==> src/design/pau_pkg.sv <==
// Shared types and constants of the polynomial arithmetic unit.
// No dependencies; every other file of the unit imports this package.
package pau_pkg;

	localparam int MAX_DEGREE = 31;
	localparam int FRAC_BITS  = 16;
	localparam int RES_CAP    = 62;

	localparam int DEPTH  = MAX_DEGREE + 1;
	localparam int ADDR_W = $clog2(DEPTH);
	localparam int DEG_W  = 5;
	localparam int MD_W   = 6;
	localparam int IDX_W  = 6;
	localparam int COEF_W = 32;
	localparam int PROD_W = 2 * COEF_W;
	localparam int ACC_W  = PROD_W + ADDR_W + 1;
	localparam int SH_W   = ACC_W - FRAC_BITS;

	typedef enum logic [1:0] {
		REQ_LOAD_A = 2'd0,
		REQ_LOAD_B = 2'd1,
		REQ_RUN    = 2'd2,
		REQ_NONE   = 2'd3
	} req_t;

	typedef enum logic [1:0] {
		OP_MUL   = 2'd0,
		OP_ADD   = 2'd1,
		OP_SUB   = 2'd2,
		OP_SCALE = 2'd3
	} op_t;

	typedef enum logic {
		SEQ_IDLE,
		SEQ_RUN
	} seq_state_t;

	typedef struct packed {
		logic              en;
		logic              sel_b;
		logic [ADDR_W-1:0] addr;
		logic [COEF_W-1:0] data;
	} coef_wr_t;

	typedef struct packed {
		op_t                      op;
		logic [DEG_W-1:0]         d1;
		logic [DEG_W-1:0]         d2;
		logic [MD_W-1:0]          md;
		logic signed [COEF_W-1:0] scale;
	} run_cmd_t;

	typedef struct packed {
		logic                     valid;
		op_t                      op;
		logic                     first;
		logic                     last;
		logic [IDX_W-1:0]         k;
		logic                     end_run;
		logic                     a_ok;
		logic                     b_ok;
		logic signed [COEF_W-1:0] scale;
	} term_ctl_t;

	typedef struct packed {
		logic [IDX_W-1:0]  idx;
		logic [COEF_W-1:0] value;
		logic              sat;
		logic              last;
	} res_beat_t;

endpackage

==> src/design/pau_coef_mem.sv <==
// Two coefficient memories (first and second polynomial), one write port
// shared by both and a registered read port on each. Depends on pau_pkg.
module pau_coef_mem (
	input  logic                      clk,
	input  pau_pkg::coef_wr_t         wr,
	input  logic                      rd_en,
	input  logic [pau_pkg::ADDR_W-1:0] rd_addr_a,
	input  logic [pau_pkg::ADDR_W-1:0] rd_addr_b,
	output logic [pau_pkg::COEF_W-1:0] rd_data_a,
	output logic [pau_pkg::COEF_W-1:0] rd_data_b
);
	import pau_pkg::*;

	logic [COEF_W-1:0] mem_a [DEPTH];
	logic [COEF_W-1:0] mem_b [DEPTH];

	always_ff @(posedge clk) begin
		if (wr.en && !wr.sel_b) begin
			mem_a[wr.addr] <= wr.data;
		end
		if (wr.en && wr.sel_b) begin
			mem_b[wr.addr] <= wr.data;
		end
	end

	always_ff @(posedge clk) begin
		if (rd_en) begin
			rd_data_a <= mem_a[rd_addr_a];
			rd_data_b <= mem_b[rd_addr_b];
		end
	end
endmodule

==> config.mk <==
export PLATFORM = sky130hd
export DESIGN_NAME = pau_coef_mem
export DESIGN_NICKNAME = d
export VERILOG_FILES = /design/src/design/pau_pkg.sv /design/src/design/pau_coef_mem.sv
export SDC_FILE = /design/constraint.sdc
export NUM_CORES = 2
export LEC_CHECK = 0
export BUFFER_PORTS_ARGS = -buffer_cell sky130_fd_sc_hd__buf_2
export CORE_UTILIZATION = 50
export DETAILED_ROUTE_END_ITERATION = 16
export MAX_ROUTING_LAYER = met4
export PLACE_DENSITY = 0.67
export REMOVE_ABC_BUFFERS = 1
export SLEW_MARGIN = 20
export SYNTH_ARGS = -nofsm -noshare
export SYNTH_HDL_FRONTEND = slang
export SYNTH_SLANG_ARGS = --single-unit
==> constraint.sdc <==
create_clock -name clk -period 4.45 [get_ports clk]
set_input_delay 0.2225 -clock clk [delete_from_list [all_inputs] [get_ports clk]]
set_output_delay 0.2225 -clock clk [all_outputs]
set_load 0.03 [all_outputs]
==> metrics.yaml <==
syn_area_mm2: 0.0816
syn_to_final_growth_pct: 13.0
fin_crit_ns: 2.46
grt_max_degree: 100
p_int_mw: 32.5
wl_um: 198000
p_leak_nw: 31.9
total_power_mw: 41.3
cts.path.max_buffers: 3
dr.pass1.iters: 6
end_kind: "flip-flop"
num_vias: 42358
io_buffers: 114
cts_resized: 0
yosys_warnings: 0
tns_ns: 0
tightestPinTransition_ns: 1.16
cts.clk_slew.worst_paths_ns: 0.06
path_max_fanout: 20
clock-root-buffer: "clkbuf_16"
status: "finished clean"
worstPathRequired_ns: 4.96
skew_ns: 0.0300
synthCells: 4519
ios: 115
avgSynthCellArea_um2: 18.1
combPwrFrac_pct: 5.3
maxSlewViolCount: 0
clock_latency_ns: 0.83
dieArea_mm2: 0.165
clock_sinks: 2112
final_cell_mix: "edfxtp_1 (2112), mux2i_1 (1024), clkbuf_16 (205)"
setup_viol: 0
cts_setup_buffers: 0
die_w_um: 406
antenna_found_initial: 5
drive_above_1_share_pct: 13.2
fin_area_mm2: 0.0923
vias_per_cell: 5.98
ant_nets: 0
placed_area_mm2: 0.0855
finalHoldViolations: 0
numCtsBuffers: 199
crit_arrival_ns: 2.98
powerDensity_mw_per_mm2: 448
grt_usage_pct: 24.7
period_share_pct: 55.4
utilization_pct: 57.2
layout_commonest_cell: "edfxtp_1"
synth_cell_types: 24
ir_worst_vdd_uv: 420
place_congestion: 0.831
p_sw_share_pct: 21.3
cts_tree: "done"
grt_pass1_vias: 41098
critPathKind: "in -> reg"
drcViolationCount: 0
row_count: 147
h-tree-depth: 4
pwr-share-seq_pct: 53.7
nNetsFinal: 4810
grt_pass1_wl_um: 286000
p_switching_mw: 8.81
grt_setup_unrepaired: "false"
drt_iter0_drc: 4893
fp.coreArea_mm2: 0.161
gr-total-overflow: 0
die_h_um: 406
start_util_pct: 50.6
seq_area_frac_synth_pct: 77.7
max_freq_mhz: 406
maxCapViolations: 0
dp_hpwl_um: 118000
slew_headroom_pct: 22.2
wl_per_cell_um: 28.0
ys_ff_latch: 2112
hp-class: "in -> reg"
p_clk_share_pct: 40.9
critPathLaunchType: "input port"
## synth_stat cells, drive strengths merged
library cell	number	area share, %
clkbuf	95	0.46
nand3	197	1.2
a21oi	192	1.2
nor2	68	0.31
mux2i	1024	13
edfxtp	2112	78
or3b	2	0.021
nor2b	7	0.054
nand2	198	0.91
nor3	64	0.39
or3	1	0.0077
nand3b	3	0.028
nand4	1	0.0077
a31oi	64	0.49
nand2b	4	0.031
a22oi	192	1.8
or2	2	0.015
buf	163	1.5
a22o	128	1.4
and2	2	0.015
## final timing paths
path	start	to	slack, ns	cells after the start
max	wr[38]	mem_a[26][1]	1.99	5
min	wr[5]	mem_a[13][5]	0.05	1
max reg2reg	mem_b[6][2]	rd_data_b[2]	2.54	5
min reg2reg	mem_a[9][5]	rd_data_a[5]	0.67	4
## flip-flops by register name, indices dropped and copies added (netlist names)
signal and count:
rd_data_a 32, mem_b 1024, mem_a 1024, rd_data_b 32
## stage by stage
stage               setup WS [ns]  std cells  hold WS [ns]
finish                       1.99       7084        0.0515
global route                 1.98       7080        0.0175
CTS                          2.17       7072       0.00540
detailed placement           1.29       6701         0.539
global placement             1.22       6695         0.540
floorplan                  -0.978       4261         0.321
## critical path: stages
cell	delay, ns
buf_2	0.16
nor2b_1	0.59
nand2_1	0.72
nor2_4	0.93
buf_4	0.32
## metal layers
layer  track usage, %  routed length [um]  vias to the layer above
li1                 -                   -                    18518
met2             39.1               96800                     1750
met1             33.4               81600                    21801
met3             3.67               14500                      289
met5                -                   0                        -
met4             7.41                5640                        0
## cell families (layout without fill, tap and decap cells)
family	Yosys count	after routing	share of synthesized area, %
other	0	5	0
buffers and inverters	258	658	1.94
AO/OA/AOI/OAI	576	576	4.81
flip-flops	2112	2112	77.7
AND/OR/NAND/NOR	549	549	3.00
multiplexers	1024	1024	12.6
## area by class of cell
| type | count | area, um2 |
|---|---|---|
| clock buffer | 228 | 5220 |
| antenna | 5 | 12.5 |
| clock inverter | 133 | 1270 |
| timing repair buffer | 297 | 2460 |
| multi-input combinational | 2149 | 17200 |
| sequential | 2112 | 63400 |
| tap | 2160 | 2700 |
| fill | 12041 | 69100 |
## timing repair
action / 4_1_cts / 5_1_grt
endpoints found under the hold margin: 181 / 0
hold buffers: 10 / 0
setup endpoints to repair: 0 / 0
## power by group through the flow
| stage | Sequential, mW | Combinational, mW | Clock (mW) |
|---|---|---|---|
| after floorplan | 22.7 | 0.845 | 0 |
| after global placement | 22.6 | 2.16 | 0 |
| after detailed placement | 22.6 | 2.20 | 0 |
| after CTS | 22.2 | 2.21 | 17.1 |
| after global routing | 22.2 | 2.32 | 17.9 |
| final | 22.2 | 2.20 | 16.9 |
Power figures use the tool's default switching activity.
