## src/design/pau_pkg.sv

```systemverilog
// Shared types and constants of the polynomial arithmetic unit.
// No dependencies; every other file of the unit imports this package.
package pau_pkg;

	localparam int MAX_DEGREE = 31;
	localparam int FRAC_BITS  = 16;
	localparam int RES_CAP    = 62;

	localparam int DEPTH  = MAX_DEGREE + 1;
	localparam int ADDR_W = $clog2(DEPTH);
	localparam int DEG_W  = 5;
	localparam int MD_W   = 6;
	localparam int IDX_W  = 6;
	localparam int COEF_W = 32;
	localparam int PROD_W = 2 * COEF_W;
	localparam int ACC_W  = PROD_W + ADDR_W + 1;
	localparam int SH_W   = ACC_W - FRAC_BITS;

	typedef enum logic [1:0] {
		REQ_LOAD_A = 2'd0,
		REQ_LOAD_B = 2'd1,
		REQ_RUN    = 2'd2,
		REQ_NONE   = 2'd3
	} req_t;

	typedef enum logic [1:0] {
		OP_MUL   = 2'd0,
		OP_ADD   = 2'd1,
		OP_SUB   = 2'd2,
		OP_SCALE = 2'd3
	} op_t;

	typedef enum logic {
		SEQ_IDLE,
		SEQ_RUN
	} seq_state_t;

	typedef struct packed {
		logic              en;
		logic              sel_b;
		logic [ADDR_W-1:0] addr;
		logic [COEF_W-1:0] data;
	} coef_wr_t;

	typedef struct packed {
		op_t                      op;
		logic [DEG_W-1:0]         d1;
		logic [DEG_W-1:0]         d2;
		logic [MD_W-1:0]          md;
		logic signed [COEF_W-1:0] scale;
	} run_cmd_t;

	typedef struct packed {
		logic                     valid;
		op_t                      op;
		logic                     first;
		logic                     last;
		logic [IDX_W-1:0]         k;
		logic                     end_run;
		logic                     a_ok;
		logic                     b_ok;
		logic signed [COEF_W-1:0] scale;
	} term_ctl_t;

	typedef struct packed {
		logic [IDX_W-1:0]  idx;
		logic [COEF_W-1:0] value;
		logic              sat;
		logic              last;
	} res_beat_t;

endpackage

```

## src/design/pau_datapath.sv

```systemverilog
// Arithmetic pipeline: multiply, add or subtract, wide accumulate, round and saturate,
// and the output register. Depends on pau_pkg.
module pau_datapath (
	input  logic                       clk,
	input  logic                       arst_n,
	input  pau_pkg::term_ctl_t         issue,
	input  logic [pau_pkg::COEF_W-1:0] rd_data_a,
	input  logic [pau_pkg::COEF_W-1:0] rd_data_b,
	input  logic                       out_ready,
	output logic                       adv,
	output logic                       pipe_busy,
	output logic                       out_valid,
	output pau_pkg::res_beat_t         out_beat
);
	import pau_pkg::*;

	localparam logic [ACC_W-1:0] RND_HALF =
		(FRAC_BITS > 0) ? (ACC_W'(1) << (FRAC_BITS - 1)) : '0;

	logic                     v_s1;
	term_ctl_t                ctl_s1;

	logic                     v_s2, first_s2, last_s2, end_s2;
	logic [IDX_W-1:0]         k_s2;
	logic signed [PROD_W-1:0] term_s2;

	logic                     v_s3, end_s3;
	logic [IDX_W-1:0]         k_s3;
	logic signed [ACC_W-1:0]  acc_s3;

	logic                     out_valid_q;
	res_beat_t                beat_q;

	logic signed [COEF_W-1:0] mul_a, mul_b, add_a, add_b;
	logic signed [PROD_W-1:0] prod, term_nx;
	logic signed [COEF_W:0]   sumdiff;
	logic signed [ACC_W-1:0]  term_ext, rnd;
	logic signed [SH_W-1:0]   shifted;
	logic                     fits;
	res_beat_t                beat_nx;

	// The whole pipeline moves together; it halts only while a finished
	// beat sits unaccepted in the output register.
	assign adv       = !out_valid_q || out_ready;
	assign pipe_busy = v_s1 || v_s2 || v_s3;
	assign out_valid = out_valid_q;
	assign out_beat  = beat_q;

	always_comb begin
		mul_a   = $signed(rd_data_a);
		mul_b   = (ctl_s1.op == OP_SCALE) ? ctl_s1.scale : $signed(rd_data_b);
		prod    = PROD_W'(mul_a) * PROD_W'(mul_b);
		add_a   = ctl_s1.a_ok ? $signed(rd_data_a) : '0;
		add_b   = ctl_s1.b_ok ? $signed(rd_data_b) : '0;
		if (ctl_s1.op == OP_SUB) begin
			sumdiff = (COEF_W+1)'(add_a) - (COEF_W+1)'(add_b);
		end else begin
			sumdiff = (COEF_W+1)'(add_a) + (COEF_W+1)'(add_b);
		end
		// Sums are placed at the scale of a product so that rounding leaves them exact.
		if (ctl_s1.op == OP_MUL || ctl_s1.op == OP_SCALE) begin
			term_nx = prod;
		end else begin
			term_nx = PROD_W'(sumdiff) <<< FRAC_BITS;
		end
	end

	always_comb begin
		term_ext = ACC_W'(term_s2);
		rnd      = acc_s3 + $signed(RND_HALF);
		shifted  = SH_W'(rnd >>> FRAC_BITS);
		fits     = (&shifted[SH_W-1:COEF_W-1]) || !(|shifted[SH_W-1:COEF_W-1]);
		beat_nx.idx  = k_s3;
		beat_nx.last = end_s3;
		beat_nx.sat  = !fits;
		if (fits) begin
			beat_nx.value = shifted[COEF_W-1:0];
		end else if (shifted[SH_W-1]) begin
			beat_nx.value = {1'b1, {(COEF_W-1){1'b0}}};
		end else begin
			beat_nx.value = {1'b0, {(COEF_W-1){1'b1}}};
		end
	end

	always_ff @(posedge clk or negedge arst_n) begin
		if (!arst_n) begin
			v_s1        <= 1'b0;
			v_s2        <= 1'b0;
			v_s3        <= 1'b0;
			out_valid_q <= 1'b0;
		end else if (adv) begin
			v_s1        <= issue.valid;
			v_s2        <= v_s1;
			v_s3        <= v_s2 && last_s2;
			out_valid_q <= v_s3;
		end
	end

	always_ff @(posedge clk) begin
		if (adv) begin
			ctl_s1 <= issue;

			first_s2 <= ctl_s1.first;
			last_s2  <= ctl_s1.last;
			end_s2   <= ctl_s1.end_run;
			k_s2     <= ctl_s1.k;
			term_s2  <= term_nx;

			if (v_s2) begin
				acc_s3 <= first_s2 ? term_ext : acc_s3 + term_ext;
			end
			k_s3   <= k_s2;
			end_s3 <= end_s2;

			if (v_s3) begin
				beat_q <= beat_nx;
			end
		end
	end
endmodule

```

## config.mk

```make
export PLATFORM = sky130hd
export DESIGN_NAME = pau_datapath
export DESIGN_NICKNAME = d
export VERILOG_FILES = /design/src/design/pau_pkg.sv /design/src/design/pau_datapath.sv
export SDC_FILE = /design/constraint.sdc
export NUM_CORES = 2
export LEC_CHECK = 0
export BUFFER_PORTS_ARGS = -buffer_cell sky130_fd_sc_hd__buf_2
export CAP_MARGIN = 10
export CORE_UTILIZATION = 60
export CTS_CLUSTER_SIZE = 20
export DETAILED_ROUTE_END_ITERATION = 10
export GPL_ROUTABILITY_DRIVEN = 0
export PLACE_DENSITY = 0.77
export SYNTH_ARGS = -nofsm -noshare
export SYNTH_HDL_FRONTEND = slang
export SYNTH_SLANG_ARGS = --single-unit
```

## constraint.sdc

```tcl
create_clock -name clk -period 25.7 [get_ports clk]
set_clock_uncertainty 0.15 [all_clocks]
set_input_delay 1.285 -clock clk [delete_from_list [all_inputs] [get_ports clk]]
set_output_delay 1.285 -clock clk [all_outputs]
set_load 0.02 [all_outputs]
```

==> summary.txt <==
Status
  – Outcome: completed

Setup path
  – CP Class: reg -> reg
  – CP max stage delay: 930 ps
  – Crit path max-delay cell type: fa_1
  – Worst setup SP type: flip-flop
  – Worst Path Arrival: approximately 11000 ps
  – R2R Path Start: ctl_s1[44]
  – Crit. End Element: flip-flop
  – Reg2reg end: term_s2[58]
  – Flop-to-flop setup slack: 15090 ps
  – Worst-path fanout max: 32
  – Worst Path Required: between 20000 and 30000 ps
  – Reg2Reg Depth: 32

Finish
  – Post-route design area: 55300 um^2
  – Nets: ~7000
  – Share of layout cells above drive strength 1: 5.60%
  – Non-Filler Instances: around 6700
  – Layout area overhead: 4.25%

CTS
  – Clock Pin Slew Worst Setup and Hold Paths: 70 ps
  – # H-tree levels: 1
  – Num CTS Buffers: 23
  – Clock Latency Late Sink: approximately 550 ps
  – CTS root buffer: clkbuf_16
  – CTS sink count: 239
  – Hold_buf cts: 0
  – # Post-CTS Setup Buffers: 0
  – PostCTS Resize Cnt: 0
  – Clock buffer depth: 3
  – CTS tree: built

Logic synthesis
  – Count leader, synth: fa_1
  – Xor/xnor share of the synthesized area: 3.51%
  – Mux contribution to synthesized area: 0.848%
  – Synthesized area: 53100 um^2
  – Main synth FF type: edfxtp_1
  – Compound-Gate Fraction of Synth Area: 8.89%
  – Synth top area cells: fa_1 (41%), edfxtp_1 (13%), inv_1 (7.0%), ha_1 (6.8%), nand2_1 (5.0%)
  – Largest family of logic cells by synthesized area: adder cells
  – Synth Area in Simple Gates: 16.3%
  – #FFs+latches synth: between 200 and 250
  – Number of synthesized flops with an enable pin: 235
  – Most common library cells after synthesis: fa_1 (1084), inv_1 (989), nand2_1 (702), and2_1 (410)
  – Area leader, netlist: fa_1
  – Post-synthesis adder-cell area fraction: 47.7%
  – Asr flop ratio synth: roughly 1.7%
  – Mapped Cells: approximately 5600
  – Syn_nets: 7134
  – Yosys warns: 0
  – Yosys top cell area share: roughly 40%
  – Mean Syn Cell Area: 9.40 um^2
  – Cell variety after synth: 81
  – Post-synthesis sequential area ratio: 13.5%

Global route
  – GRT met1 Usage: 44.9%
  – Busiest metal layer after global routing: met2
  – Vias in the first global route: 42300
  – M2 GR Usage: 53.0%
  – First-pass GRT wire length: 231000 um
  – Met3 GRT Util: 7.27%
  – Initial antenna violation count: 5
  – Tot GR Track Use: 33.2%
  – Remaining global-route overflow: 0
  – Pin count of the biggest net entering global routing: 98

Floorplan
  – Die H: 299 um
  – Initial Util: between 60 and 70%
  – Die width: 299 um
  – Placement Rows: 108
  – DIE AREA: 89700 um^2
  – Core box area: approximately 87000 um^2
  – Io pins: 156

STA
  – Setup TNS: 0 ps
  – Setup violators final: 0
  – RSZ-0062 raised after global routing: no
  – Final WS setup: 15090 ps
  – Max_slew headroom: a little under a quarter
  – Max Slew Vio Count: 0
  – Crit path time final: 10610 ps
  – Worst-Margin Slew: around 1100 ps
  – Fin. Hold Viols: 0
  – Maximum clock frequency: 94.3 MHz
  – Final period util: 41.3%

Placed design
  – Placed Cells: 6687
  – Hpwl dp: 107000 um
  – Port bufs: 155
  – Place WS: 15000 ps
  – Cell Area, Placed: 54500 um^2

Hold path
  – Worst Hold End: k_s3[1]
  – Hold Crit Depth: 0
  – Hold Path Class: reg -> reg
  – Hold_sp: k_s2[1]

Detailed routing
  – DR DRC count: 0
  – DR pass1 iterations: 6
  – Vias: ~40000
  – Antenna Nets Post-Route: 0
  – Drt wl/cell: 21.4 um
  – Total wire length: 144000 um
  – DR vias/cell: 5.96
  – 1st-iter DRT viols: 3332

Run
  – Max-Cap Viols: 0
-- how the worst max path moves through the flow --
| stage | from | endpoint | slack [ps] | cells after the start |
|---|---|---|---|---|
| after floorplan | rd_data_b[5] | term_s2[61] | 16210 | 30 |
| after global placement | rd_data_b[5] | term_s2[58] | 15170 | 31 |
| after detailed placement | rd_data_b[5] | term_s2[58] | 15000 | 31 |
| after CTS | ctl_s1[44] | term_s2[58] | 15180 | 32 |
| after global routing | ctl_s1[44] | term_s2[58] | 14630 | 32 |
| final | ctl_s1[44] | term_s2[58] | 15090 | 32 |
-- stage by stage --
stage | util, % | hold slack (ps)
2_1_floorplan | - | 250
3_3_place_gp | 62.5 | 252
3_5_place_dp | 62.5 | 255
4_1_cts | 63.5 | 268
5_1_grt | 63.5 | 276
6_report | 63.5 | 267
-- kinds of logic (layout without fill, tap and decap cells) --
family	Yosys count	in the layout
buffers and inverters	1298	1225
other	0	11
DFF	239	239
adders and majority gates	1374	1374
muxes	41	41
xor gates and xnor gates	213	213
AOI/OAI and AO/OA	754	754
and+or+nand+nor	1728	1728
-- flip-flops by register name (all words and copies together), names as in the netlist, 6 cells and up --
register,count
acc_s3,70
ctl_s1,45
k_s2,6
k_s3,6
out_beat,40
term_s2,64
-- critical path: cells and delay by family, from the launching register on --
kind	cells	cell delay [ps]
adder cells (fa/ha/maj)	10	5110
buffers and inverters	10	2100
multiplexers	1	400
XOR/XNOR	1	90
flip-flops	1	400
AO/OA/AOI/OAI	8	1720
AND/OR/NAND/NOR	2	320
-- cell type report --
cell class | instances | area [um^2]
diodes | 11 | 27.5
clock buffers | 23 | 576
clock inverters | 19 | 243
fillers | 7146 | 31800
inverters | 989 | 3710
multi-input cells | 4110 | 41100
flip-flops and latches | 239 | 7160
well taps | 1155 | 1450
repair buffers | 194 | 1070
-- placed cells by master (no fill, tap or decap), types with 14 or more instances in the layout --
cell type	instances
nand4_1	47
inv_1	989
nand3_1	61
nor2_1	157
and2_1	408
nand2b_1	36
o21a_1	22
ha_1	288
clkbuf_16	23
a21oi_1	246
xor2_1	98
buf_4	39
and3_1	34
and4_1	14
buf_2	155
xnor2_1	115
mux2_2	32
or3_1	16
or2_2	15
o21bai_1	34
nand2_1	702
nor3_1	22
nor2b_1	176
o21ai_0	174
o31ai_1	21
a31oi_1	28
a21o_1	115
fa_1	1084
edfxtp_1	235
-- metal layers --
layer	routed length, um	part of all wire (%)
met4	6050	4.2
met5	0	0
met3	16600	12
met2	65500	46
met1	55800	39
Power is left out: the tool's default activity adds up to more than one toggle a clock period on the data nets, which glitch-free logic cannot reach.
