## src/design/pau_pkg.sv

```systemverilog
// Shared types and constants of the polynomial arithmetic unit.
// No dependencies; every other file of the unit imports this package.
package pau_pkg;

	localparam int MAX_DEGREE = 31;
	localparam int FRAC_BITS  = 16;
	localparam int RES_CAP    = 62;

	localparam int DEPTH  = MAX_DEGREE + 1;
	localparam int ADDR_W = $clog2(DEPTH);
	localparam int DEG_W  = 5;
	localparam int MD_W   = 6;
	localparam int IDX_W  = 6;
	localparam int COEF_W = 32;
	localparam int PROD_W = 2 * COEF_W;
	localparam int ACC_W  = PROD_W + ADDR_W + 1;
	localparam int SH_W   = ACC_W - FRAC_BITS;

	typedef enum logic [1:0] {
		REQ_LOAD_A = 2'd0,
		REQ_LOAD_B = 2'd1,
		REQ_RUN    = 2'd2,
		REQ_NONE   = 2'd3
	} req_t;

	typedef enum logic [1:0] {
		OP_MUL   = 2'd0,
		OP_ADD   = 2'd1,
		OP_SUB   = 2'd2,
		OP_SCALE = 2'd3
	} op_t;

	typedef enum logic {
		SEQ_IDLE,
		SEQ_RUN
	} seq_state_t;

	typedef struct packed {
		logic              en;
		logic              sel_b;
		logic [ADDR_W-1:0] addr;
		logic [COEF_W-1:0] data;
	} coef_wr_t;

	typedef struct packed {
		op_t                      op;
		logic [DEG_W-1:0]         d1;
		logic [DEG_W-1:0]         d2;
		logic [MD_W-1:0]          md;
		logic signed [COEF_W-1:0] scale;
	} run_cmd_t;

	typedef struct packed {
		logic                     valid;
		op_t                      op;
		logic                     first;
		logic                     last;
		logic [IDX_W-1:0]         k;
		logic                     end_run;
		logic                     a_ok;
		logic                     b_ok;
		logic signed [COEF_W-1:0] scale;
	} term_ctl_t;

	typedef struct packed {
		logic [IDX_W-1:0]  idx;
		logic [COEF_W-1:0] value;
		logic              sat;
		logic              last;
	} res_beat_t;

endpackage

```

## src/design/pau_seq.sv

```systemverilog
// Run sequencer: walks result indexes and, for products, the inner terms,
// issuing one memory read pair per cycle unless the pipeline stalls. Depends on pau_pkg.
module pau_seq (
	input  logic                       clk,
	input  logic                       arst_n,
	input  logic                       start,
	input  pau_pkg::run_cmd_t          run_cmd,
	input  logic                       adv,
	output logic                       busy,
	output pau_pkg::term_ctl_t         issue,
	output logic                       rd_en,
	output logic [pau_pkg::ADDR_W-1:0] addr_a,
	output logic [pau_pkg::ADDR_W-1:0] addr_b
);
	import pau_pkg::*;

	seq_state_t state_q, state_nx;

	op_t                      op_q;
	logic [DEG_W-1:0]         d1_q, d2_q;
	logic [IDX_W-1:0]         rd_q, k_q;
	logic [DEG_W-1:0]         i_q;
	logic                     first_q;
	logic signed [COEF_W-1:0] sc_q;

	logic [DEG_W-1:0] d1_c, d2_c;
	logic [IDX_W-1:0] deg_sum, rd_new, rd_pick;
	logic [DEG_W-1:0] i_end, i_start_nx;
	logic [IDX_W-1:0] k_nx;
	logic             term_last, run_end;

	// Run setup: clip degrees and derive the result degree.
	always_comb begin
		d1_c    = (run_cmd.d1 > DEG_W'(MAX_DEGREE)) ? DEG_W'(MAX_DEGREE) : run_cmd.d1;
		d2_c    = (run_cmd.d2 > DEG_W'(MAX_DEGREE)) ? DEG_W'(MAX_DEGREE) : run_cmd.d2;
		deg_sum = IDX_W'(d1_c) + IDX_W'(d2_c);
		case (run_cmd.op)
			OP_MUL:   rd_pick = (IDX_W'(run_cmd.md) < deg_sum) ? IDX_W'(run_cmd.md) : deg_sum;
			OP_SCALE: rd_pick = IDX_W'(d1_c);
			default:  rd_pick = (d1_c > d2_c) ? IDX_W'(d1_c) : IDX_W'(d2_c);
		endcase
		rd_new = (rd_pick > IDX_W'(RES_CAP)) ? IDX_W'(RES_CAP) : rd_pick;
	end

	// Inner term range of a product coefficient k: i from max(0, k-d2) to min(d1, k).
	always_comb begin
		i_end      = (k_q > IDX_W'(d1_q)) ? d1_q : DEG_W'(k_q);
		k_nx       = k_q + IDX_W'(1);
		i_start_nx = (k_nx > IDX_W'(d2_q)) ? DEG_W'(k_nx - IDX_W'(d2_q)) : '0;
		term_last  = (op_q != OP_MUL) || (i_q == i_end);
		run_end    = (k_q == rd_q);
	end

	always_comb begin
		state_nx = state_q;
		case (state_q)
			SEQ_IDLE: begin
				if (start) begin
					state_nx = SEQ_RUN;
				end
			end
			SEQ_RUN: begin
				if (adv && term_last && run_end) begin
					state_nx = SEQ_IDLE;
				end
			end
			default: state_nx = SEQ_IDLE;
		endcase
	end

	always_comb begin
		busy          = (state_q == SEQ_RUN);
		rd_en         = busy && adv;
		issue.valid   = busy;
		issue.op      = op_q;
		issue.first   = first_q;
		issue.last    = term_last;
		issue.k       = k_q;
		issue.end_run = run_end;
		issue.a_ok    = (k_q <= IDX_W'(d1_q));
		issue.b_ok    = (k_q <= IDX_W'(d2_q));
		issue.scale   = sc_q;
		if (op_q == OP_MUL) begin
			addr_a = ADDR_W'(i_q);
			addr_b = ADDR_W'(k_q - IDX_W'(i_q));
		end else begin
			addr_a = ADDR_W'(k_q);
			addr_b = ADDR_W'(k_q);
		end
	end

	always_ff @(posedge clk or negedge arst_n) begin
		if (!arst_n) begin
			state_q <= SEQ_IDLE;
		end else begin
			state_q <= state_nx;
		end
	end

	always_ff @(posedge clk) begin
		if (start && state_q == SEQ_IDLE) begin
			op_q    <= run_cmd.op;
			d1_q    <= d1_c;
			d2_q    <= d2_c;
			rd_q    <= rd_new;
			sc_q    <= run_cmd.scale;
			k_q     <= '0;
			i_q     <= '0;
			first_q <= 1'b1;
		end else if (state_q == SEQ_RUN && adv) begin
			if (term_last) begin
				k_q     <= k_nx;
				i_q     <= i_start_nx;
				first_q <= 1'b1;
			end else begin
				i_q     <= i_q + DEG_W'(1);
				first_q <= 1'b0;
			end
		end
	end
endmodule

```

## config.mk

```make
export PLATFORM = sky130hd
export DESIGN_NAME = pau_seq
export DESIGN_NICKNAME = d
export VERILOG_FILES = /design/src/design/pau_pkg.sv /design/src/design/pau_seq.sv
export SDC_FILE = /design/constraint.sdc
export NUM_CORES = 1
export LEC_CHECK = 0
export ABC_AREA = 1
export BUFFER_PORTS_ARGS = -buffer_cell sky130_fd_sc_hd__clkbuf_2
export CAP_MARGIN = 0
export CORE_ASPECT_RATIO = 0.8
export CORE_MARGIN = 5
export CORE_UTILIZATION = 53
export DETAILED_ROUTE_END_ITERATION = 6
export PLACE_DENSITY_LB_ADDON = 0.08
export SYNTH_ARGS = -nofsm -noshare
export SYNTH_HDL_FRONTEND = slang
export SYNTH_SLANG_ARGS = --single-unit
```

## constraint.sdc

```tcl
create_clock -name clk -period 3.7 [get_ports clk]
set_clock_uncertainty 0.2 [all_clocks]
set_input_delay 0.37 -clock clk [delete_from_list [all_inputs] [get_ports clk]]
set_output_delay 0.37 -clock clk [all_outputs]
set_load 0.01 [all_outputs]
```

==> flow_metrics.py, run 1 <==
metrics = {
    "status": {
        "status": "finished, final reports clean",
    },
    "setup_path": {
        "slowest_stage": "fa_1",
        "cp.arrival_ps": 3090,
        "worstSetupEndpointType": "flip-flop",
        "max_stage_delay_ps": 400,
        "path_cells": "clkbuf_2, ha_1, inv_1, fa_1, inv_1, nand3_1, o211ai_1, xor2_1, ha_1, nand2_1, nor2_1, o21ai_0, nand2_1, or2_2, and3_1, nand3_1, o21ai_0, a21oi_1",
        "cp_num_buf_inv": 3,
        "critical_path_class": "input port to flip-flop",
        "cp.required_ps": 3690,
        "cp_top_family": "simple AND/OR/NAND/NOR gates",
        "start_kind": "input port",
        "worstPathMaxFanout": 12,
    },
    "placement": {
        "finalWeightedCongestion": 0.884,
        "dpl_cell_area_um2": 4600,
        "dp_hpwl_um": 7560,
        "io_buffers": 111,
    },
    "clock_tree": {
        "cts_tree": "yes",
        "clockBufferDepth": 2,
        "h-tree-depth": 3,
        "clk_pin_slew_ps": 80,
        "cts_resized": 0,
        "root_buffer": "clkbuf_8",
        "cts_sinks": 63,
        "clk_latency_ps": 340,
        "numCtsBuffers": 9,
    },
    "grt": {
        "grt_pass1_vias": 3443,
        "grt_pass1_wl_um": 16200,
        "antenna_found_initial": 0,
        "grt_util_met2_pct": 38.1,
        "grt_max_degree": 25,
        "gr-usage-all-layers_pct": 22.0,
        "met1_usage_pct": 26.8,
        "grt_overflow": 0,
        "busiest_layer": "met2",
        "met3_usage_pct": 5.86,
    },
    "finish": {
        "drive_above_1_share_pct": 27.3,
        "final_core_util_pct": 69.4,
        "nNetsFinal": 672,
        "mostFrequentLayoutCells": "111 x clkbuf_2, 80 x nand2_1, 59 x inv_1",
        "area_growth_syn_to_layout_pct": 28.4,
        "antenna_cells": 0,
        "mostFrequentLayoutCell": "clkbuf_2",
        "design_area_um2": 5100,
    },
    "logic_synthesis": {
        "seq_area_frac_synth_pct": 44.5,
        "synth_cell_types": 36,
        "syn_area_um2": 3970,
        "synth-seq-cells": 63,
        "synthCells": 442,
        "synth.avg_cell_area_um2": 8.99,
        "yosysWarnings": 0,
        "syn_nets": 537,
    },
    "drt": {
        "drc": 0,
        "detail-route-antenna-nets": 0,
        "dr.pass1.iters": 4,
        "via_per_inst": 5.14,
        "drt-initial-drc-count": 215,
        "drt-total-wl_um": 10300,
        "wl_per_cell_um": 15.3,
        "via_count": 3452,
    },
    "floorplanning": {
        "num_io_pins": 112,
        "start_util_pct": 54.0,
        "row_count": 28,
        "die_h_um": 87.5,
        "core_um2": 7360,
        "die_w_um": 107,
        "die_area_um2": 9340,
    },
    "flow_run": {
        "cap_violations": 0,
    },
    "sta": {
        "slew_violations": 0,
        "final.min_clock_period_ps": 3100,
        "fin_setup_tns_ps": 0,
        "finalCritPeriodShare_pct": 83.7,
        "worst_pin_slew_ps": 551,
        "max_freq_mhz": 323,
        "hold_viol": 0,
        "grt_setup_unrepaired": "false",
        "slew_headroom_pct": 63.2,
        "setup_violations": 0,
    },
    "pwr": {
        "pwr-share-clk_pct": 21.3,
        "leakage_nw": 2.45,
        "powerDensity_nw_per_um2": 627,
        "switching_share_pct": 41.4,
        "pwr-share-comb_pct": 47.1,
        "pwr-share-seq_pct": 31.6,
        "power.internal_w": 0.00187,
        "irDropWorstVdd_mv": 0.449,
        "power.switching_w": 0.00132,
    },
    "min_path": {
        "hold_class": "input port to flip-flop",
    },
}
## cell type report
cell class,instances,area [um2]
clock buffers,9,124
clock inverters,7,103
fillers,575,2250
inverters,61,229
multi-input cells,295,1870
flip-flops and latches,63,1770
well taps,90,113
repair buffers,147,896
## power groups by stage
stage | Combinational (W) | Clock (W) | Sequential (W)
after floorplan | 0.00103 | 0 | 0.00103
after global placement | 0.00144 | 0 | 0.00102
after detailed placement | 0.00148 | 0 | 0.00102
after CTS | 0.00150 | 0.000684 | 0.00101
after global routing | 0.00171 | 0.000724 | 0.00102
final | 0.00151 | 0.000681 | 0.00101
## routing by layer
metal	vias to the layer above	part of all wire, %
li1	1742	-
met1	1575	40
met2	118	51
met3	17	7.4
met4	0	1.6
met5	-	0
## timing repair
| item | 4_1_cts | 5_1_grt |
|---|---|---|
| hold endpoints to repair | 20 | 8 |
| hold buffers | 20 | 8 |
| setup buffers | 0 | 0 |
## synth_stat cells
cell type,instances,share of area [%]
a211oi_1,2,0.38
a21oi_1,25,3.1
a31oi_1,2,0.31
and3_1,1,0.16
buf_4,5,0.94
buf_6,1,0.28
clkbuf_1,17,1.6
clkinv_1,1,0.094
dfrtp_1,1,0.63
dfxtp_1,12,6.0
edfxtp_1,50,38
fa_1,3,1.5
ha_1,38,12
inv_1,59,5.6
inv_2,1,0.094
nand2_1,80,7.6
nand2_2,9,1.4
nand2_4,2,0.57
nand3_1,38,4.8
nand3_2,3,0.76
nand3_4,1,0.44
nand4_1,2,0.31
nor2_1,25,2.4
nor2_2,1,0.16
nor2_4,1,0.28
nor3_1,1,0.13
nor4_1,1,0.16
o211ai_1,8,1.5
o21a_1,4,0.76
o21ai_0,24,3.0
o21bai_1,1,0.19
o21bai_4,1,0.47
o32ai_1,1,0.22
or2_2,4,0.63
xnor2_1,4,0.88
xor2_1,13,2.9
## registers in the layout, indices dropped and copies added (netlist names), 2 cells and up
name  cells
sc_q     32
rd_q      6
k_q       6
d2_q      5
op_q      2
i_q       5
d1_q      5
## through the flow
stage	total power, W	worst slack (ps)	hold WS, ps	cells
3_3_place_gp	0.00246	389	-53.4	628
5_1_grt	0.00346	393	-8.69	672
2_1_floorplan	0.00207	539	-126	442
4_1_cts	0.00319	616	0.330	664
3_5_place_dp	0.00250	304	-48.6	628
6_report	0.00320	603	7.59	672
## cells by family (layout without fill, tap and decap cells)
kind of cell	Yosys count	after routing	synth area share, %
simple gates	169	169	19.7
xor+xnor	17	17	3.75
buf+inv	84	224	8.60
flops	63	63	44.5
compound gates	68	68	10.0
fa+ha+maj	41	41	13.5
## worst paths after layout
kind,start,end,slack (ps),cells past startpoint
setup / recovery,run_cmd[38],rd_q[0]$_SDFFCE_PN0P_,600,18
hold / removal,run_cmd[26],sc_q[26]$_DFFE_PP_,8,1
setup reg to reg,k_q[1]$_SDFFE_PP0P_,i_q[2]$_SDFFE_PP0P_,930,15
hold reg to reg,first_q$_SDFFE_PP1P_,first_q$_SDFFE_PP1P_,310,2
max in group asynchronous,arst_n,busy$_DFF_PN0_,3070,2
min in group asynchronous,arst_n,busy$_DFF_PN0_,140,2
Power figures use the tool's default switching activity.
==> inputs of run 2 (changes only) <==
- clock period: 3.7 -> 3.2 ns (I/O delays scaled with it)
==> run 2 against run 1 <==
Compared with the run above:
- global-route usage rose by 1.2 points
- core utilization rose by 1.9 points
- die area did not move
- final area rose by 2.7%
- non-clock buffer count rose by 19
- sequential share of layout area fell by 0.91 points
- routed wire length rose by 2.7%
- clock-buffer cell count did not move
- clock power fell by 7.9%
- combinational power rose by 18%
- final cell count rose by 2.8%
- first-iteration DRC count fell by 16%
==> flow_metrics.py, run 2 (same netlist as run 1, synthesis figures left out) <==
metrics = {
    "setup_path": {
        "cp-startpoint": "run_cmd[42]",
        "endpoint": "rd_q[0]$_SDFFCE_PN0P_",
        "critical_path_class": "input port to flip-flop",
        "reg2reg_from": "k_q[1]$_SDFFE_PP0P_",
        "worstPathMaxFanout": 10,
        "reg2reg_to": "i_q[4]$_SDFFE_PP0P_",
        "cp.arrival_ps": 3050,
        "reg2reg_depth": 16,
        "reg2reg_slack_ps": 540,
        "cp.required_ps": 3090,
        "worstSetupEndpointType": "flip-flop",
        "start_kind": "input port",
    },
    "pwr": {
        "pwr-share-seq_pct": 32.6,
        "irDropWorstVdd_mv": 0.332,
        "leakage_nw": 2.51,
        "pwr-share-clk_pct": 17.6,
        "pwr-share-comb_pct": 49.9,
        "power.internal_w": 0.00203,
        "powerDensity_nw_per_um2": 681,
        "switching_share_pct": 43.0,
        "power.switching_w": 0.00153,
    },
    "finish": {
        "mostFrequentLayoutCells": "111 x clkbuf_2, 79 x nand2_1, 59 x inv_1",
        "drive_above_1_share_pct": 28.1,
        "antenna_cells": 0,
        "largest_register_ffs": 32,
        "nNetsFinal": 691,
        "mostFrequentLayoutCell": "clkbuf_2",
        "reg.largest.list": "sc_q: 32 flops, k_q: 6 flops, rd_q: 6 flops",
        "regMostFlops": "sc_q",
        "final_core_util_pct": 71.2,
        "area_growth_syn_to_layout_pct": 31.9,
    },
    "grt": {
        "grt_overflow": 0,
        "gr-usage-all-layers_pct": 23.2,
        "antenna_found_initial": 0,
        "grt_pass1_wl_um": 16800,
        "grt_pass1_vias": 3513,
        "grt_max_degree": 26,
    },
    "flow_run": {
        "cap_violations": 0,
    },
    "sta": {
        "worst_slack_ps": 34.8,
        "fin_setup_tns_ps": 0,
        "setup_violations": 0,
        "max_freq_mhz": 316,
        "final.min_clock_period_ps": 3170,
        "slew_violations": 0,
        "finalCritPeriodShare_pct": 98.9,
        "worst_pin_slew_ps": 670,
        "hold_viol": 0,
        "slew_headroom_pct": 55.2,
    },
    "clock_tree": {
        "root_buffer": "clkbuf_8",
        "clk_pin_slew_ps": 70,
        "h-tree-depth": 3,
        "clockBufferDepth": 2,
        "cts_tree": "yes",
        "numCtsBuffers": 9,
        "cts_sinks": 63,
        "clk_latency_ps": 350,
    },
    "drt": {
        "wl_per_cell_um": 15.3,
        "via_count": 3534,
        "drc": 0,
        "via_per_inst": 5.11,
        "drt-total-wl_um": 10600,
        "dr.pass1.iters": 5,
        "drt-initial-drc-count": 180,
        "detail-route-antenna-nets": 0,
    },
    "floorplanning": {
        "die_area_um2": 9340,
        "die_w_um": 107,
        "row_count": 28,
        "start_util_pct": 54.0,
        "core_um2": 7360,
        "num_io_pins": 112,
        "die_h_um": 87.5,
    },
    "placement": {
        "finalWeightedCongestion": 0.925,
        "dp_hpwl_um": 7460,
        "pre_cts_ws_ps": -113,
        "io_buffers": 111,
    },
    "min_path": {
        "hold_depth": 1,
        "hold_class": "input port to flip-flop",
    },
    "status": {
        "status": "finished, final reports clean",
    },
}
run 2: cell count changes in the layout (fill, tap and decap cells not counted):
| cell | delta |
|---|---|
| clkinvlp_4 | +1 |
| bufinv_16 | -2 |
| nand2_4 | +1 |
| nand2_1 | -1 |
| clkinv_2 | +1 |
| dlygate4sd3_1 | +11 |
| xor2_2 | +1 |
| buf_4 | +8 |
| xor2_1 | -1 |
run 2: through the flow:
step | area [um2] | instances | power (W) | hold slack, ps
floorplan | 3970 | 442 | 0.00239 | -176
global placement | 4630 | 633 | 0.00284 | -103
detailed placement | 4630 | 633 | 0.00289 | -100
CTS | 5200 | 688 | 0.00355 | 38.7
global route | 5240 | 691 | 0.00386 | 40.6
finish | 5240 | 691 | 0.00357 | 59.1
run 2: layer usage:
metal	share of wire, %	routed length, um	track usage [%]	vias to the layer above
met5	0	0	0	-
met4	1.3	133	5.92	0
met3	7.0	737	6.30	11
met2	52	5450	41.7	115
met1	40	4230	27.8	1631
li1	-	-	-	1777
run 2: final cells by class:
class | count | area, um2
Fill cell | 574 | 2120
Multi-Input combinational cell | 295 | 1890
Sequential cell | 63 | 1770
Timing Repair Buffer | 166 | 1070
Inverter | 61 | 229
Clock buffer | 9 | 124
Tap cell | 90 | 113
Clock inverter | 7 | 55.1
run 2: power groups by stage:
stage	clock (W)	sequential, W	combinational [W]
floorplan	0	0.00119	0.00120
global placement	0	0.00118	0.00167
detailed placement	0	0.00118	0.00171
CTS	0.000632	0.00116	0.00175
global route	0.000679	0.00118	0.00200
finish	0.000627	0.00116	0.00178
run 2: how the worst min path moves through the flow:
stage,startpoint,endpoint,slack (ps)
after floorplan,arst_n,busy$_DFF_PN0_,-180
after global placement,arst_n,busy$_DFF_PN0_,-100
after detailed placement,arst_n,busy$_DFF_PN0_,-100
after CTS,run_cmd[46],d1_q[3]$_DFFE_PP_,40
after global routing,run_cmd[46],d1_q[3]$_DFFE_PP_,40
final,run_cmd[46],d1_q[3]$_DFFE_PP_,60
run 2: repair_timing:
action                                 4_1_cts  5_1_grt
setup endpoints to repair                    0        2
endpoints found under the hold margin       39        0
buffers inserted                             0        3
resized for setup                            0        3
hold buffers                                39        0
run 2: worst max-delay path, cell delays in order:
cell,delay (ps)
dlygate4sd3_1,540
clkbuf_2,130
ha_1,310
inv_1,100
xor2_2,190
ha_1,310
nand2_1,80
nor2_1,110
o21ai_0,180
nand2_4,160
buf_4,130
o211ai_1,100
nand2_1,90
nand2_1,50
o21ai_0,180
a21oi_1,80
